$ cat src/rtl/core/ris_pkg.sv
// ris_pkg: shared types, constants and register indexes of the
// reprojection inlier scoring core. No dependencies.
package ris_pkg;

  localparam int unsigned MAX_POINTS_DEF = 1024;
  localparam int unsigned CNT_W = 11;
  localparam int unsigned ERR_W = 48;
  localparam int unsigned CFG_IDX_W = 3;
  localparam int unsigned CFG_DATA_W = 48;
  localparam int unsigned QUOT_W = 41;
  localparam int unsigned DIV_STEPS = 21;

  localparam logic [ERR_W-1:0] ERR_MAX = {ERR_W{1'b1}};
  localparam logic [QUOT_W-1:0] QUOT_LIMIT = {1'b1, {(QUOT_W-1){1'b0}}};

  typedef enum logic {
    OP_LOAD  = 1'b0,
    OP_POINT = 1'b1
  } op_t;

  typedef enum logic [CFG_IDX_W-1:0] {
    CFG_FOCAL_X  = 3'd0,
    CFG_FOCAL_Y  = 3'd1,
    CFG_CENTER_X = 3'd2,
    CFG_CENTER_Y = 3'd3,
    CFG_ERR_LIM  = 3'd4
  } cfg_idx_t;

  typedef enum logic [2:0] {
    ST_IDLE,
    ST_ROT,
    ST_CHECK,
    ST_PMUL,
    ST_PLOAD,
    ST_PDIV,
    ST_SQ,
    ST_OUT
  } state_t;

  typedef struct packed {
    logic        start;
    logic [63:0] num;
    logic [30:0] den;
  } div_req_t;

  typedef struct packed {
    logic              done;
    logic [QUOT_W-1:0] quot;
  } div_rsp_t;

endpackage

$ cat src/rtl/core/ris_mul.sv
// ris_mul: shared 33x33 signed multiplier with registered product.
// Depends on ris_pkg.
module ris_mul
  import ris_pkg::*;
(
  input  logic               clk,
  input  logic signed [32:0] a,
  input  logic signed [32:0] b,
  output logic signed [65:0] p_r
);

  always_ff @(posedge clk) begin
    p_r <= a * b;
  end

endmodule

$ cat config.mk
export PLATFORM = sky130hd
export DESIGN_NAME = ris_mul
export DESIGN_NICKNAME = d
export VERILOG_FILES = /design/src/rtl/core/ris_pkg.sv /design/src/rtl/core/ris_mul.sv
export SDC_FILE = /design/constraint.sdc
export NUM_CORES = 2
export LEC_CHECK = 0
export ABC_AREA = 1
export BUFFER_PORTS_ARGS = -buffer_cell sky130_fd_sc_hd__buf_2
export CORE_UTILIZATION = 40
export DETAILED_ROUTE_END_ITERATION = 6
export GPL_ROUTABILITY_DRIVEN = 0
export PLACE_DENSITY = 0.68
export RECOVER_POWER = 25
export SLEW_MARGIN = 40
export SYNTH_ARGS = -nofsm -noshare
export SYNTH_HDL_FRONTEND = slang
export SYNTH_SLANG_ARGS = --single-unit
$ cat constraint.sdc
create_clock -name clk -period 7.5 [get_ports clk]
set_clock_uncertainty 0.2 [all_clocks]
set_input_delay 0.75 -clock clk [delete_from_list [all_inputs] [get_ports clk]]
set_output_delay 0.75 -clock clk [all_outputs]
set_load 0.02 [all_outputs]
### Word level (Yosys, flattened, before mapping)

Index checks and enable logic that the tools add are counted.
Widths: inputs -> output; s select.

| storage, ports and cells | value |
|---|---|
| register bits | 66 |
| output and inout port bits | 66 |

| cells by class | value |
|---|---|
| $mul | 1 |

Operator list:

| kind | count |
|---|---|
| $mul 33x33->66 | 1 |

### Depth between registers and ports, before layout

| depth | value |
|---|---|
| depth after elaboration | 1 |
| gate-level depth with buffers | 34 |
| depth with buffers taken out | 32 |

### Worst setup path after synthesis

OpenSTA, ideal clock, no wires.

| timing path | value |
|---|---|
| kind | input to register |
| start | in a[32] |
| end | reg p_r[60] |
| setup slack | -206 ps |
| library setup time | 113 ps |
| cell stages on the path | 23 |
| data arrival time | 7,393 ps |
| path buffers | 2 |
| cell sequence | clkbuf_1 > clkbuf_1 > nand2_1 > inv_1 > fa_1 > fa_1 > fa_1 > fa_1 > inv_1 > fa_1 > fa_1 > fa_1 > fa_1 > inv_1 > ha_1 > nand2_1 > nor2_1 > inv_1 > nor3_1 > nand2_1 > and2_0 > nand4_1 > nand2_1 |

| between the ends | value |
|---|---|
| cells in the longest elaborated chain, start to end | 1 |

Ends and longest elaborated chain:

| item | RTL line | RTL |
|---|---|---|
| from (decl) | ris_mul.sv:7 | `input logic signed [32:0] a,` |
| $mul 33x33->66 | ris_mul.sv:13 | `p_r <= a * b;` |
| to (signal assigned) | ris_mul.sv:13 |  |
| to (decl) | ris_mul.sv:9 | `output logic signed [65:0] p_r` |

No other way between the ends.

### Final worst setup path

Ends and elaborated chain as after synthesis.

==> results.md <==
- First-pass GRT wire length: 197100 um
- Num CTS Buffers: 9
- Vias per cell: 4.717
- ANT cells: 0
- Starting Density: 40.33%
- Clock Pin Slew Worst Setup and Hold Paths: 60 ps
- Detailed-route via count: 33920
- DRT iter0 DRCs: 2449
- Largest regs: p_r x66
- Max-Cap Viols: 0
- Max Freq: 136.9 MHz
- Worst Path Arrival: 7400 ps
- Number of enable flip-flop cells after synthesis: 0
- CP peak stage delay: 620 ps
- Cell taking the most area after synthesis: fa_1
- Avg Inst Size Synth: 7.789 um^2
- #FFs+latches synth: 66
- Sequential-to-total area share from yosys stat: 3.060%
- Clk sinks: 66
- Initial antenna violation count: 3
- Syn nets: 6972
- Row cnt: 120
- Post-synthesis cell area: 0.04317 mm^2
- Dominant cells by area after synthesis: fa_1 (53%), inv_1 (16%), nand2_1 (13%)
- Drt first pass iters: 5
- DR WL/cell: 16.61 um
- Worst hold stages: 5
- Total GRT Usage: 23.10%
- Required @ worst endpoint: 7590 ps
- Worst hold endpoint: p_r[0]
- Dpl cells: 7173
- Startpoint types: input pin
- Synth top area share: 53.09%
- Syn-to-layout area delta: 11.98%
- Most numerous cell in the Yosys netlist: inv_1
- Clk buf depth: 2
- Max FFs per register: 66
- Final TNS setup: 0 ps
- Die extent in x: 330.5 um
- Root buf cell: clkbuf_16
- Die Y: 330.5 um
- Port Buffers: 132
- Filler Cells Inserted: 10430
- H-tree Lvls: 3
- I/O Pins: 133
- Synthesis warning total: 0
- Crit path time final: 7304 ps
- Final Setup Violations: 0
- Hold path startpoint: b[0]
- Top cells by count, synth: inv_1 (1894), nand2_1 (1517), fa_1 (1145)
- Ys async rst share: 0%
- Final period util: 97.38%
- Slowest-stage cell, CP: fa_2
- Crit-path leading delay family: adder cells
- Register bank with the most flops: p_r
- Total grt overflow: 0
- Final hold vios: 0
- Syn Inst Count: 5543
- Detail Placement HPWL: 108000 um
- Cell Count, Final, Fillers Out: 7191
- Pin count of the biggest net entering global routing: 35
- Worst-Margin Slew: 775.4 ps
- Max-slew violations: 0
- CP most frequent cell: fa_1
- Post-synth cell types: 35
- Main synth FF type: dfxtp_1
- Final WL: 119500 um
- Vias in the first global route: 36860
- Core Box Area: 0.1071 mm^2
- Rel. slew slack: 48.31%
- Util after Layout: 45.16%
- Status: finished, final reports clean
- CTS Hold Bufs: 0
- HP Class: input pin to register
- Final ANT Viol Nets: 0
- Die ar.: 0.1093 mm^2
- DRC: 0
- Worst Setup Path Type: input pin to register
- FF/Latch Area: 0.001321 mm^2
- Share of post-route cells with drive strength above 1: 9.727%
- Nets: 7212
- Multi-input combinational cell area: 0.03386 mm^2
- WP buf/inv: 10
- Crit path max fanout: 19
- CTS tree: yes
- Crit. End Element: register
==> cells in the final DEF (no fill, tap or decap), types with 12 or more instances in the layout <==
master	count
nand2_1	1516
xor2_1	37
o21ai_0	17
buf_2	84
ha_1	216
nand4_1	19
fa_1	1142
o21bai_1	14
nand3_2	12
nand2_2	18
clkbuf_4	14
nand3_1	66
nor2_1	123
dfxtp_1	66
buf_12	46
clkbuf_1	31
a21oi_1	57
inv_1	1894
nor2_2	26
buf_4	316
==> cell families (layout without fill, tap and decap cells) <==
family                     after synthesis  count (layout)  share of synthesized area [%]
AOI/OAI and AO/OA                      106             106                          1.377
xor gates and xnor gates                41              41                         0.8317
adders and majority gates             1362            1362                          59.38
buffers and inverters                 2158            2403                          18.76
DFF                                     66              66                          3.060
and+or+nand+nor                       1810            1810                          16.59
==> layout make-up <==
| class | instances | area share [%] |
|---|---|---|
| repair buffers | 492 | 8.163 |
| clock inverters | 6 | 0.2355 |
| well taps | 1403 | 3.631 |
| inverters | 1895 | 14.71 |
| flip-flops and latches | 66 | 2.733 |
| clock buffers | 10 | 0.4943 |
| multi-input cells | 3319 | 70.03 |
==> metrics by stage <==
step,setup slack [ps],instance area (um^2),hold WS (ps)
detailed placement,-291.3,47870,964.4
floorplan,9.440,43180,813.6
CTS,57.27,48220,857.6
finish,196.2,48350,877.6
global route,-25.12,48350,887.3
global placement,-279.5,47870,964.7
==> metal layers <==
metal  global-route usage, %  vias up  share of wire, %
li1                        -    15460                 -
met2                   40.14     1280                49
met3                   2.737      259               6.9
met5                       0        -             0.033
met4                   7.624        6               3.8
met1                   29.88    16910                40
==> worst max-delay path by stage <==
| stage | from | endpoint | cells after the start |
|---|---|---|---|
| floorplan | a[32] | p_r[60] | 23 |
| global placement | b[7] | p_r[56] | 26 |
| detailed placement | b[7] | p_r[56] | 26 |
| CTS | b[7] | p_r[56] | 26 |
| global route | a[32] | p_r[60] | 28 |
| finish | a[32] | p_r[60] | 28 |
==> what timing repair did <==
| action | in CTS | in global routing |
|---|---|---|
| setup buffers | 0 | 2 |
| endpoints found under the setup margin | 0 | 38 |
| resized for setup | 0 | 51 |
Power is not shown: default switching activity piles up to over one toggle a cycle in this logic, so the estimate is an artifact.
