### config.mk
export PLATFORM = sky130hd
export DESIGN_NAME = ris_div
export DESIGN_NICKNAME = d
export VERILOG_FILES = /design/src/rtl/core/ris_pkg.sv /design/src/rtl/core/ris_div.sv
export SDC_FILE = /design/constraint.sdc
export NUM_CORES = 1
export LEC_CHECK = 0
export BUFFER_PORTS_ARGS = -buffer_cell sky130_fd_sc_hd__buf_2
export CELL_PAD_IN_SITES_DETAIL_PLACEMENT = 1
export CELL_PAD_IN_SITES_GLOBAL_PLACEMENT = 1
export CORE_MARGIN = 4
export CORE_UTILIZATION = 41
export DETAILED_ROUTE_END_ITERATION = 8
export GPL_TIMING_DRIVEN = 0
export PLACE_DENSITY_LB_ADDON = 0.1
export SLEW_MARGIN = 20
export SYNTH_ARGS = -nofsm -noshare
export SYNTH_HDL_FRONTEND = slang
export SYNTH_SLANG_ARGS = --single-unit
### constraint.sdc
create_clock -name clk -period 16.5 [get_ports clk]
set_input_delay 0.825 -clock clk [delete_from_list [all_inputs] [get_ports clk]]
set_output_delay 0.825 -clock clk [all_outputs]
set_load 0.1 [all_outputs]
### src/rtl/core/ris_pkg.sv
// ris_pkg: shared types, constants and register indexes of the
// reprojection inlier scoring core. No dependencies.
package ris_pkg;

  localparam int unsigned MAX_POINTS_DEF = 1024;
  localparam int unsigned CNT_W = 11;
  localparam int unsigned ERR_W = 48;
  localparam int unsigned CFG_IDX_W = 3;
  localparam int unsigned CFG_DATA_W = 48;
  localparam int unsigned QUOT_W = 41;
  localparam int unsigned DIV_STEPS = 21;

  localparam logic [ERR_W-1:0] ERR_MAX = {ERR_W{1'b1}};
  localparam logic [QUOT_W-1:0] QUOT_LIMIT = {1'b1, {(QUOT_W-1){1'b0}}};

  typedef enum logic {
    OP_LOAD  = 1'b0,
    OP_POINT = 1'b1
  } op_t;

  typedef enum logic [CFG_IDX_W-1:0] {
    CFG_FOCAL_X  = 3'd0,
    CFG_FOCAL_Y  = 3'd1,
    CFG_CENTER_X = 3'd2,
    CFG_CENTER_Y = 3'd3,
    CFG_ERR_LIM  = 3'd4
  } cfg_idx_t;

  typedef enum logic [2:0] {
    ST_IDLE,
    ST_ROT,
    ST_CHECK,
    ST_PMUL,
    ST_PLOAD,
    ST_PDIV,
    ST_SQ,
    ST_OUT
  } state_t;

  typedef struct packed {
    logic        start;
    logic [63:0] num;
    logic [30:0] den;
  } div_req_t;

  typedef struct packed {
    logic              done;
    logic [QUOT_W-1:0] quot;
  } div_rsp_t;

endpackage

### src/rtl/core/ris_div.sv
// ris_div: radix-4 restoring divider, 64-bit dividend over 31-bit divisor,
// quotient limited to QUOT_LIMIT. Depends on ris_pkg.
module ris_div
  import ris_pkg::*;
(
  input  logic     clk,
  input  logic     rst_n,
  input  div_req_t req,
  output div_rsp_t rsp
);

  localparam int unsigned CW = $clog2(DIV_STEPS);

  logic          busy_r, busy_nxt;
  logic          done_r, done_nxt;
  logic [CW-1:0] cnt_r, cnt_nxt;
  logic [30:0]   den_r, den_nxt;
  logic [30:0]   rem_r, rem_nxt;
  logic [41:0]   sh_r, sh_nxt;
  logic [41:0]   q_r, q_nxt;
  logic [QUOT_W-1:0] quot_r, quot_nxt;
  logic [31:0]   t1, t2;
  logic [30:0]   r1, r2;
  logic          b1, b2;
  logic [41:0]   q_full;

  always_comb begin
    t1 = {rem_r, sh_r[41]};
    b1 = (t1 >= {1'b0, den_r});
    r1 = b1 ? 31'(t1 - {1'b0, den_r}) : t1[30:0];
    t2 = {r1, sh_r[40]};
    b2 = (t2 >= {1'b0, den_r});
    r2 = b2 ? 31'(t2 - {1'b0, den_r}) : t2[30:0];
    q_full = {q_r[39:0], b1, b2};

    busy_nxt = busy_r;
    done_nxt = 1'b0;
    cnt_nxt  = cnt_r;
    den_nxt  = den_r;
    rem_nxt  = rem_r;
    sh_nxt   = sh_r;
    q_nxt    = q_r;
    quot_nxt = quot_r;
    if (req.start) begin
      den_nxt = req.den;
      cnt_nxt = '0;
      q_nxt   = '0;
      sh_nxt  = req.num[41:0];
      rem_nxt = {9'd0, req.num[63:42]};
      if ({9'd0, req.num[63:42]} >= req.den) begin
        // quotient at least 2^42, clamp at once
        quot_nxt = QUOT_LIMIT;
        done_nxt = 1'b1;
      end else begin
        busy_nxt = 1'b1;
      end
    end else if (busy_r) begin
      rem_nxt = r2;
      sh_nxt  = {sh_r[39:0], 2'b00};
      q_nxt   = q_full;
      cnt_nxt = cnt_r + 1'b1;
      if (cnt_r == CW'(DIV_STEPS - 1)) begin
        busy_nxt = 1'b0;
        done_nxt = 1'b1;
        quot_nxt = (q_full > {1'b0, QUOT_LIMIT}) ? QUOT_LIMIT : q_full[QUOT_W-1:0];
      end
    end
  end

  always_ff @(posedge clk) begin
    if (!rst_n) begin
      busy_r <= 1'b0;
      done_r <= 1'b0;
      cnt_r  <= '0;
    end else begin
      busy_r <= busy_nxt;
      done_r <= done_nxt;
      cnt_r  <= cnt_nxt;
    end
    den_r  <= den_nxt;
    rem_r  <= rem_nxt;
    sh_r   <= sh_nxt;
    q_r    <= q_nxt;
    quot_r <= quot_nxt;
  end

  assign rsp.done = done_r;
  assign rsp.quot = quot_r;

endmodule

* Word-level counts from Yosys, hierarchy flattened *
Index checks and enable logic that the tools add are counted.

operators by class
  $lt $le $gt $ge = 4
  $add $sub $neg = 3
  reductions and logical operators = 4
  muxes and demuxes = 19
  equality and inequality tests = 3
  bitwise gates (word level) = 1

operator list
  kind                                                   number
  2-to-1 mux 41 bit                                      5
  2-to-1 mux 42 bit                                      2
  >= comparator 32 x 31 -> 1 bit                         2
  2-to-1 mux 31 bit                                      2
  subtractor 31 bit                                      2
  2-to-1 mux 22 bit                                      2
  > comparator 42 x 41 -> 1 bit (second input constant)  1
  >= comparator 22 x 31 -> 1 bit                         1
  2-to-1 mux 1 bit                                       8
  adder 5 x 1 -> 5 bit (second input constant)           1
  equality test 5 bit (second input constant)            1
  nonzero test 2 bit                                     2
  AND reduction 3 bit                                    1
  != test 2 x 1 -> 1 bit (second input constant)         1
  != test 2 bit (second input constant)                  1
  OR reduction 2 bit                                     1
  NOT 1 bit                                              1

storage, ports and cells
  output and inout port bits = 42
  logic and storage cells = 43
  register bits after elaboration = 192
  input bits = 98

* Longest topological paths before layout *
Gate-level depths: netlist of run 1.

  word-level depth = 8
  gate-level depth with buffers = 27
  mapped depth without buffers = 23

* Worst setup path after synthesis of run 1 *
Ideal clock, no wire load.

  path kind = flip-flop to flip-flop
  start = reg sh_r[41]
  end = reg rem_r[18] (data pin)
  buffers on the path = 3
  data arrival time = 4988 ps
  setup time = 274 ps
  period minus slack after synthesis = 5262 ps
  path slack = 11238 ps
  required time = 16226 ps
  stages on the path, launching flop included = 27
  cells stage by stage = edfxtp_1 inv_1 ha_1 inv_1 fa_1 a211oi_2 o211ai_2 a31oi_1 o211ai_2 o211ai_2 and2_4 buf_4 buf_2 nor2_1 nor2_1 ha_1 a21o_1 a221o_1 a21oi_2 a31oi_1 a211oi_1 nor4_1 a211oi_2 o211ai_1 buf_2 o31ai_1 nor3_2

on the way
  cells in the longest elaborated chain, start to end = 6
  elaborated cells between the ends (all ways) = 8
  those cells by class = add/sub: 2; order compare: 2; mux: 4

RTL lines
  element                                                                     RTL line                      text
  start: declaration                                                          ris_div.sv:19                 logic [41:0] sh_r, sh_nxt;
  start signal: assignment                                                    ris_div.sv:82                 sh_r <= sh_nxt;
  subtractor 31 bit / >= comparator 32 x 31 -> 1 bit (equally long branches)  ris_div.sv:30, ris_div.sv:29
  2-to-1 mux 31 bit (*)                                                       ris_div.sv:30                 r1 = b1 ? 31'(t1 - {1'b0, den_r}) : t1[30:0];
  subtractor 31 bit / >= comparator 32 x 31 -> 1 bit (equally long branches)  ris_div.sv:33, ris_div.sv:32
  2-to-1 mux 31 bit (*)                                                       ris_div.sv:33                 r2 = b2 ? 31'(t2 - {1'b0, den_r}) : t2[30:0];
  2-to-1 mux 22 bit (*)                                                       ris_div.sv:57                 end else if (busy_r) begin
  2-to-1 mux 22 bit (*)                                                       ris_div.sv:44                 if (req.start) begin
  via rem_nxt[18]                                                             ris_div.sv:18                 logic [30:0] rem_r, rem_nxt;
  end signal: assignment                                                      ris_div.sv:81                 rem_r <= rem_nxt;
  end: declaration                                                            ris_div.sv:18

The timed path passes the listed nets; every way through them passes the cells marked *. The select of a mux whose other input is x is not followed.
A chain may end at the register's enable or synchronous reset.

* Final worst setup path of run 1 *
Ends and elaborated chain as after synthesis.

==> results of run 1 <==
kinds of logic after synthesis:
family	Yosys count	share of synthesized area, %
AOI/OAI and AO/OA	262	14.5
buffers and inverters	117	4.07
xor gates and xnor gates	54	4.03
and+or+nand+nor	354	14.5
muxes	101	9.05
adders and majority gates	88	9.51
DFF	192	44.3
synth_stat cells, types with 5 or more instances:
library cell | count | area, sq um
nand2b_1 | 8 | 50.1
o211ai_1 | 6 | 45.0
ha_1 | 86 | 1080
o21ai_0 | 41 | 205
dfxtp_1 | 56 | 1120
mux2i_1 | 60 | 601
xor2_1 | 21 | 184
nor3_1 | 13 | 65.1
o21a_1 | 13 | 97.6
buf_1 | 5 | 18.8
nor4_1 | 12 | 75.1
o21bai_1 | 6 | 45.0
nand4_1 | 19 | 119
and2_1 | 45 | 282
a31oi_1 | 13 | 81.3
nor2b_1 | 11 | 68.8
a21o_1 | 31 | 233
edfxtp_1 | 136 | 4080
a21oi_1 | 92 | 460
a211oi_1 | 14 | 105
nand2_1 | 79 | 297
buf_2 | 6 | 30.0
xnor2_1 | 33 | 289
inv_1 | 75 | 282
and3_1 | 8 | 50.1
mux2_2 | 41 | 462
nor2_1 | 126 | 473
clkbuf_1 | 24 | 90.1
o21ai_1 | 5 | 25.0
nand3_1 | 12 | 60.1
cell type report:
cell class / instances / area share [%]
antenna: 1 / 0.0185
buffer: 42 / 1.45
clock buffer: 18 / 3.17
clock inverter: 14 / 1.13
inverter: 75 / 2.08
multi-input combinational: 859 / 44.8
sequential: 192 / 38.5
tap: 378 / 3.50
timing repair buffer: 140 / 5.35
report_power, final:
part / switching [uW] / internal [uW]
sequential: 32.6 / 586
clock: 214 / 203
combinational: 886 / 577
worst reg2reg max path: stages, from the launching register on:
cell and delay, ns:
edfxtp_1 0.40, inv_1 0.07, ha_1 0.15, inv_1 0.05, fa_1 0.43, a211oi_2 0.29, o211ai_2 0.14, a31oi_1 0.37
o211ai_2 0.21, o211ai_2 0.28, and2_4 0.20, buf_4 0.19, buf_2 0.32, o21ai_0 0.25, ha_1 0.40, a21oi_1 0.23
a21oi_1 0.17, o31ai_1 0.56, a31oi_1 0.33, a211oi_1 0.46, nor4_1 0.12, a211oi_2 0.37, o211ai_1 0.22, buf_2 0.31
o31ai_1 0.31, nor3_2 0.06
worst min-delay path by stage:
stage	slack, ns	endpoint	start	depth (start not counted)
2_1_floorplan	0.45	q_r[38]	q_r[38]	2
3_3_place_gp	0.47	q_r[38]	q_r[38]	2
3_5_place_dp	0.49	rem_r[30]	rem_r[30]	2
4_1_cts	0.50	rem_r[30]	rem_r[30]	2
5_1_grt	0.54	rem_r[30]	rem_r[30]	2
6_report	0.50	rem_r[30]	rem_r[30]	2
sequential cells by signal, summed over array words and instances (netlist names):
signal	cells
busy_r	1
cnt_r	5
den_r	31
done_r	1
q_r	40
quot_r	41
rem_r	31
sh_r	42
metal layers:
metal,wire length (um),share of wire (%),up-vias
met5,0,0,-
met4,701,2.0,0
met3,1220,3.6,37
met2,16200,47,206
met1,16100,47,4633
li1,-,-,4554
through the flow:
stage,instances,hold WS (ns)
6_report,1719,0.502
5_1_grt,1719,0.540
4_1_cts,1718,0.499
3_5_place_dp,1686,0.491
3_3_place_gp,1685,0.473
2_1_floorplan,1168,0.454
cells in the final DEF (no fill, tap or decap), types with 45 or more instances in the layout:
cell type    n
buf_2      145
a21oi_1     92
nor2_1     126
and2_1      45
dfxtp_1     56
mux2i_1     60
nand2_1     78
inv_1       75
ha_1        86
edfxtp_1   136
==> impl_metrics.yaml, run 1 <==
worst_hold_path:
  hold_class: "reg -> reg"
critical_path:
  start_kind: "register"
  worstSetupEndpoint: "rem_r[18]"
  reg2regPathDepth: 25
  required_ns: 16.69
  end_kind: "register"
  worstSetupPathDepth: 25
  slowest_stage: "o31ai_1"
  crit_path_start: "sh_r[41]"
  crit_type: "reg -> reg"
  r2r-end: "rem_r[18]"
  arrival_ns: 7.32
  crit_buf_inv: 5
  critPathTopFamily: "compound AO/OA/AOI/OAI gates"
  slowest_delay_ns: 0.56
  r2r_start: "sh_r[41]"
  regToRegSetupSlack_ns: 9.37
  path_max_fanout: 10
  crit_top_cell: "o211ai_2"
cells_and_area:
  fin_nets: 1513
  regArea_sq_mm: 0.00520
  fill_cells: 3223
  synthToLayoutAreaGrowth_pct: 15.2
  finalInstanceArea_sq_mm: 0.0135
  fin_util_pct: 48.3
  drive_gt1_share_pct: 18.1
  multi_input_area_sq_mm: 0.00606
routing:
  drc_errors: 0
  antenna_left: 0
  first_pass_iters: 5
  wire_per_inst_um: 19.9
  dr.first_iter.drc_count: 500
  viasPerCell: 5.49
  vias: 9430
  wl_um: 34200
power:
  p_per_area_mw_per_mm2: 185
  ir_worst_vdd_mv: 0.0889
  power.total_uw: 2500
  power_leakage_uw: 0.00576
global_routing:
  met2_usage_pct: 36.6
  grt_max_degree: 54
  gr-usage-all-layers_pct: 22.0
  grt_pass1_wl_um: 53600
  grt-ovfl-total: 0
  grt_pass1_vias: 9850
  top_usage_layer: "met2"
  met1_usage_pct: 29.9
  grt_util_met3_pct: 3.25
  antenna_found_initial: 1
synthesis:
  synth_edf_count: 136
  synth_nets: 1354
  async_reset_ff_share_pct: 0
  netlist_instances: 1168
  ys.flop_type: "edfxtp_1"
  yosys_register_bits: 192
  avgSynthCellArea_sq_um: 10.0
  syn_area_sq_mm: 0.0117
  ys_warn_count: 0
  yosysSeqAreaShare_pct: 44.3
  ys_types: 71
die:
  io-pin-count: 140
  dieArea_sq_mm: 0.0314
  start_util_pct: 41.9
  die_w_um: 177
  die_y_um: 177
  fp.coreArea_sq_mm: 0.0280
  row_count: 61
timing:
  fin_crit_ns: 7.13
  max_freq_mhz: 140
  setup_tns_ns: 0
  tightestPinTransition_ns: 0.949
  setup-violations-final: 0
  rsz0062_at_grt: "false"
  period_share_pct: 43.2
  slew_viol_final: 0
  relSlewSlack_pct: 36.7
  skew_ns: 0.0167
  layout_setup_ws_ns: 9.37
  hold_viol_final: 0
clock_tree:
  postCtsSetupRepairBufs: 0
  cts_root_buf: "clkbuf_16"
  clk_path_buf_depth: 2
  cts.sinks: 192
  cts_buffers: 17
  cts_resized: 0
  cts_tree: "yes"
  cts.hold.buffers_added: 0
  clkTransAtPathRegs_ns: 0.08
  clk_latency_ns: 0.45
  cts-htree-levels: 4
run:
  maxCapViolations: 0
placed_design:
  post_dp_cell_area_sq_mm: 0.0129
  place_congestion: 0.900
  post-place-ws_ns: 9.41
  dpl.hpwl_um: 26400
  portBuffers: 139
outcome:
  outcome: "finished clean"
No activity file was read; power rests on OpenSTA's default activity.
==> inputs of run 2 (changes only) <==
--- a/config.mk
+++ b/config.mk
@@ -5,6 +5,7 @@
 export SDC_FILE = /design/constraint.sdc
 export NUM_CORES = 1
 export LEC_CHECK = 0
+export ABC_AREA = 1
 export BUFFER_PORTS_ARGS = -buffer_cell sky130_fd_sc_hd__buf_2
 export CELL_PAD_IN_SITES_DETAIL_PLACEMENT = 1
 export CELL_PAD_IN_SITES_GLOBAL_PLACEMENT = 1
==> constraint.sdc (replaced) <==
create_clock -name clk -period 7.1 [get_ports clk]
set_input_delay 0.355 -clock clk [delete_from_list [all_inputs] [get_ports clk]]
set_output_delay 0.355 -clock clk [all_outputs]
set_load 0.1 [all_outputs]
==> run 2 against run 1 <==
Effect of this change:
- register-to-register slack got worse by 8.0 ns
- worst hold slack got worse by 0.41 ns
- non-clock buffer count fell by 2
- highest routed layer is now met5
- total power rose by 150%
- clock-buffer cell count fell by 1
- sequential cell count did not move
- cell count rose by 28%
- critical endpoint is now rem_r[2]
- sequential share of layout area fell by 2.3 points
- via count rose by 22%
- largest cell class unchanged
- setup slack got worse by 8.0 ns
==> impl_metrics.yaml, run 2 <==
placed_design:
  dpl.hpwl_um: 34100
  portBuffers: 139
  place_congestion: 0.926
synthesis:
  ys.flop_type: "edfxtp_1"
  ys_types: 45
  avgSynthCellArea_sq_um: 7.66
  synth_edf_count: 136
  synth_top_area_share_pct: 32.6
  yosysSeqAreaShare_pct: 41.5
  synth_nets: 1821
  ys_warn_count: 0
  yosysTopAreaCell: "edfxtp_1"
  synth_area_leaders: "edfxtp_1, nand2_1, dfxtp_1"
  syn_area_sq_mm: 0.0125
  yosysMostFrequentCell: "nand2_1"
  async_reset_ff_share_pct: 0
  netlist_instances: 1635
  yosys_register_bits: 192
  synth_common_cells: "nand2_1, inv_1, edfxtp_1, nor2_1, ha_1"
cells_and_area:
  fill_cells: 3757
  final_cell_mix: "nand2_1, inv_1, buf_2, edfxtp_1, nor2_1"
  fin_nets: 1981
  largest_reg_flops: 42
  drive_gt1_share_pct: 13.7
  top_regs: "sh_r (42), quot_r (41), q_r (40)"
  final_common_cell: "nand2_1"
  synthToLayoutAreaGrowth_pct: 14.8
  regMostFlops: "sh_r"
clock_tree:
  cts_buffers: 17
  clk_path_buf_depth: 2
  cts_root_buf: "clkbuf_16"
  postCtsSetupRepairBufs: 0
  clkTransAtPathRegs_ns: 0.08
  cts.sinks: 192
  cts.hold.buffers_added: 0
  cts_tree: "yes"
  cts_resized: 0
  cts-htree-levels: 4
  clk_latency_ns: 0.45
critical_path:
  slowest_delay_ns: 0.42
  required_ns: 7.29
  slowest_stage: "fa_1"
  crit_type: "reg -> reg"
  crit_top_cell: "nand2_1"
  arrival_ns: 5.97
  start_kind: "register"
  path_max_fanout: 10
  end_kind: "register"
global_routing:
  gr-usage-all-layers_pct: 25.3
  antenna_found_initial: 4
  grt_max_degree: 43
  grt_pass1_vias: 12100
  grt-ovfl-total: 0
  grt_pass1_wl_um: 66500
timing:
  fin_crit_ns: 5.78
  max_freq_mhz: 173
  rsz0062_at_grt: "false"
  slew_viol_final: 0
  setup_tns_ns: 0
  tightestPinTransition_ns: 0.883
  period_share_pct: 81.4
  hold_viol_final: 0
  setup-violations-final: 0
  relSlewSlack_pct: 40.5
  skew_ns: 0.0160
die:
  io-pin-count: 140
  die_w_um: 183
  fp.coreArea_sq_mm: 0.0299
  dieArea_sq_mm: 0.0334
  start_util_pct: 41.9
  die_y_um: 183
  row_count: 63
power:
  p_per_area_mw_per_mm2: 429
  ir_worst_vdd_mv: 0.212
  power.total_uw: 6170
  p_clk_share_pct: 16.5
  seqPwrFrac_pct: 23.2
  power_leakage_uw: 0.00682
  power_frac_comb_pct: 60.3
  switching_share_pct: 49.9
  internal-power_uw: 3090
  power.switching_uw: 3080
routing:
  vias: 11500
  drc_errors: 0
  first_pass_iters: 6
  dr.first_iter.drc_count: 659
  wl_met1_um: 20200
  viasPerCell: 5.22
  highest_layer: "met5"
  wl_met3_um: 1740
  wl_um: 41700
  wire_per_inst_um: 19.0
  antenna_left: 0
  met2WireLength_um: 19100
outcome:
  outcome: "finished clean"
run:
  maxCapViolations: 0
worst_hold_path:
  hold_class: "in -> reg"
-- run 2: cell count changes after synthesis, moves of 13 or more --
cell      delta
nand2_1    +426
a211oi_1    -14
inv_1      +169
mux2i_1     -60
a21o_1      -25
and2_1      -43
mux2_2      -41
o22ai_1     +38
a21oi_1     -13
nor2_2      +23
nand3_1     +68
-- run 2: metal layers --
layer	vias to the layer above	track usage, %
li1	5653	-
met1	5551	36.2
met2	220	41.3
met3	40	3.69
met4	6	5.42
met5	-	0
-- run 2: layout make-up --
cell class              instances  area [sq um]  area share (%)
plain buffers                  39           235            1.64
flip-flops and latches        192          5200            36.2
repair buffers                141           736            5.11
diodes                          1          2.50          0.0174
inverters                     253           955            6.64
clock inverters                15           196            1.37
well taps                     390           488            3.39
clock buffers                  17           425            2.96
multi-input cells            1151          6140            42.7
-- run 2: power groups by stage --
stage	combinational, uW	sequential [uW]	clock (uW)
after floorplan	2630	1410	0
after global placement	3590	1450	0
after detailed placement	3660	1450	0
after CTS	3700	1430	1040
after global routing	4150	1440	1080
final	3720	1430	1020
-- run 2: critical path, delay by kind of cell (launching register included) --
family                   cells  cell delay, ns
AO/OA/AOI/OAI                2            0.57
adder cells (fa/ha/maj)      3            1.05
buffers and inverters        9            1.22
flip-flops                   1            0.36
AND/OR/NAND/NOR             22            2.30
-- run 2: per-stage QoR --
stage	util [%]	std cells	worst slack, ns	instance area, sq um	hold slack (ns)
after global routing	48.1	2199	0.986	14400	0.0714
final	48.1	2199	1.32	14400	0.0901
after CTS	48.1	2198	1.33	14400	0.0696
after floorplan	-	1635	2.91	12500	0.429
after global placement	45.9	2164	1.49	13700	0.446
after detailed placement	46.1	2166	1.34	13800	0.463
-- run 2: cells by family after synthesis --
family,share of synthesized area (%)
AOI/OAI and AO/OA,9.81
adders and majority gates,8.91
xor gates and xnor gates,2.94
and+or+nand+nor,27.3
DFF,41.5
buffers and inverters,9.47
-- run 2: final timing paths --
path / startpoint / end / slack [ns] / cells past startpoint
max: sh_r[41] / rem_r[2] / 1.32 / 36
min: req[10] / den_r[10] / 0.09 / 1
max reg2reg: sh_r[41] / rem_r[2] / 1.32 / 36
min reg2reg: q_r[39] / q_r[39] / 0.47 / 2
==> inputs of run 3 (changes only) <==
==> constraint.sdc (replaced) <==
create_clock -name clk -period 5.5 [get_ports clk]
set_input_delay 0.275 -clock clk [delete_from_list [all_inputs] [get_ports clk]]
set_output_delay 0.275 -clock clk [all_outputs]
set_load 0.1 [all_outputs]
==> run 3 against run 2 <==
Effect of this change:
- clock-buffer cell count unchanged
- worst hold slack worse by 0.070 ns
- non-clock buffer count grew 10
- routed wire length up 1.1%
- critical path type unchanged
- highest routed layer unchanged
==> impl_metrics.yaml, run 3 (same netlist as run 2, synthesis figures left out) <==
cells_and_area:
  final_common_cell: "nand2_1"
  fin_cells: 2209
  drive_gt1_share_pct: 15.1
  fin_nets: 1991
  final_cell_mix: "nand2_1, inv_1, buf_2, edfxtp_1, nor2_1"
  fin_util_pct: 48.9
  largest_reg_flops: 42
  top_regs: "sh_r (42), quot_r (41), q_r (40)"
  finalInstanceArea_sq_mm: 0.0146
  regMostFlops: "sh_r"
  synthToLayoutAreaGrowth_pct: 16.7
critical_path:
  end_kind: "register"
  start_kind: "register"
  critPathTopFamily: "simple AND/OR/NAND/NOR gates"
  required_ns: 5.69
  crit_type: "reg -> reg"
  slowest_stage: "edfxtp_1"
  path_max_fanout: 10
  crit_top_cell: "nand2_1"
  arrival_ns: 5.39
  slowest_delay_ns: 0.38
  crit_buf_inv: 8
global_routing:
  grt-ovfl-total: 0
  antenna_found_initial: 4
  grt_pass1_vias: 12200
  grt_pass1_wl_um: 66900
  grt_max_degree: 43
  gr-usage-all-layers_pct: 25.5
timing:
  tightestPinTransition_ns: 0.862
  skew_ns: 0.0161
  slew_viol_final: 0
  setup-violations-final: 0
  max_freq_mhz: 193
  fin_crit_ns: 5.19
  period_share_pct: 94.4
  relSlewSlack_pct: 41.9
  fin_hold_ws_ns: 0.0205
  hold_viol_final: 0
die:
  start_util_pct: 41.9
  row_count: 63
  fp.coreArea_sq_mm: 0.0299
  die_y_um: 183
  io-pin-count: 140
  die_w_um: 183
  dieArea_sq_mm: 0.0334
routing:
  first_pass_iters: 5
  vias: 11500
  drc_errors: 0
  wire_per_inst_um: 19.1
  wl_um: 42200
  viasPerCell: 5.20
  antenna_left: 0
  dr.first_iter.drc_count: 654
power:
  ir_worst_vdd_mv: 0.274
  internal-power_uw: 4090
  seqPwrFrac_pct: 22.8
  power.switching_uw: 4060
  switching_share_pct: 49.8
  power_leakage_uw: 0.00689
  power.total_uw: 8150
  p_clk_share_pct: 16.1
  p_per_area_mw_per_mm2: 558
  power_frac_comb_pct: 61.1
clock_tree:
  clk_path_buf_depth: 2
  clk_latency_ns: 0.46
  clkTransAtPathRegs_ns: 0.08
  cts.sinks: 192
  cts_buffers: 17
  cts-htree-levels: 4
  cts_root_buf: "clkbuf_16"
  cts_tree: "yes"
placed_design:
  dp_cells: 2166
  portBuffers: 139
  post_dp_cell_area_sq_mm: 0.0138
  dpl.hpwl_um: 34100
  place_congestion: 0.926
outcome:
  outcome: "finished clean"
worst_hold_path:
  hold_class: "in -> reg"
run:
  maxCapViolations: 0
-- run 3: cell types whose count changed in the layout (fill, tap and decap cells not counted), sizes merged --
| cell | previous run | this run |
|---|---|---|
| buf | 161 | 164 |
| dlygate4sd3 | 0 | 7 |
-- run 3: worst register-to-register path: cells and delay by family, from the launching register on --
family / cells / cell delay, ns
AOI/OAI and AO/OA: 2 / 0.36
and+or+nand+nor: 24 / 2.33
DFF: 1 / 0.38
buffers and inverters: 8 / 0.98
adders and majority gates: 3 / 0.89
-- run 3: power by group through the flow --
stage / Sequential [uW] / Clock [uW] / Combinational, uW
final: 1860 / 1310 / 4980
after global placement: 1870 / 0 / 4640
after CTS: 1850 / 1340 / 4810
after floorplan: 1820 / 0 / 3400
after detailed placement: 1870 / 0 / 4730
after global routing: 1870 / 1400 / 5530
-- run 3: area by class of cell --
cell class              count  area (sq um)
flip-flops and latches    192          5200
well taps                 390           488
multi-input cells        1151          6260
diodes                      1          2.50
inverters                 253           955
fillers                  3750         15300
repair buffers            151           828
clock buffers              17           425
clock inverters            15           196
plain buffers              39           258
-- run 3: metal layers --
metal  wire (um)  share of wire, %  track usage (%)  vias to the layer above
met5          34             0.081                0                        -
met4         736               1.7             5.42                        6
met3        1660               3.9             3.87                       46
met2       19400                46             41.8                      228
met1       20300                48             36.2                     5532
li1            -                 -                -                     5675
-- run 3: timing repair --
item / in CTS / in global routing
setup endpoints to repair: 57 / 70
setup buffers: 1 / 2
pin swaps: 1 / 2
hold buffers: 7 / 0
resized for setup: 18 / 37
cloned: 0 / 0
endpoints found under the hold margin: 7 / 0
-- run 3: stage by stage --
stage                     setup WS [ns]  setup TNS (ns)
after detailed placement         -0.263           -6.84
after global routing            -0.0147         -0.0715
after floorplan                    1.31               0
final                             0.307               0
after global placement           -0.111           -1.01
after CTS                        0.0415               0
-- run 3: path summary, 6_finish.rpt --
check,depth (start not counted),startpoint,slack (ns),endpoint
min,1,req[12],0.02,den_r[12]
max,37,sh_r[41],0.31,rem_r[3]
min reg2reg,2,q_r[39],0.48,q_r[39]
max reg2reg,37,sh_r[41],0.31,rem_r[3]
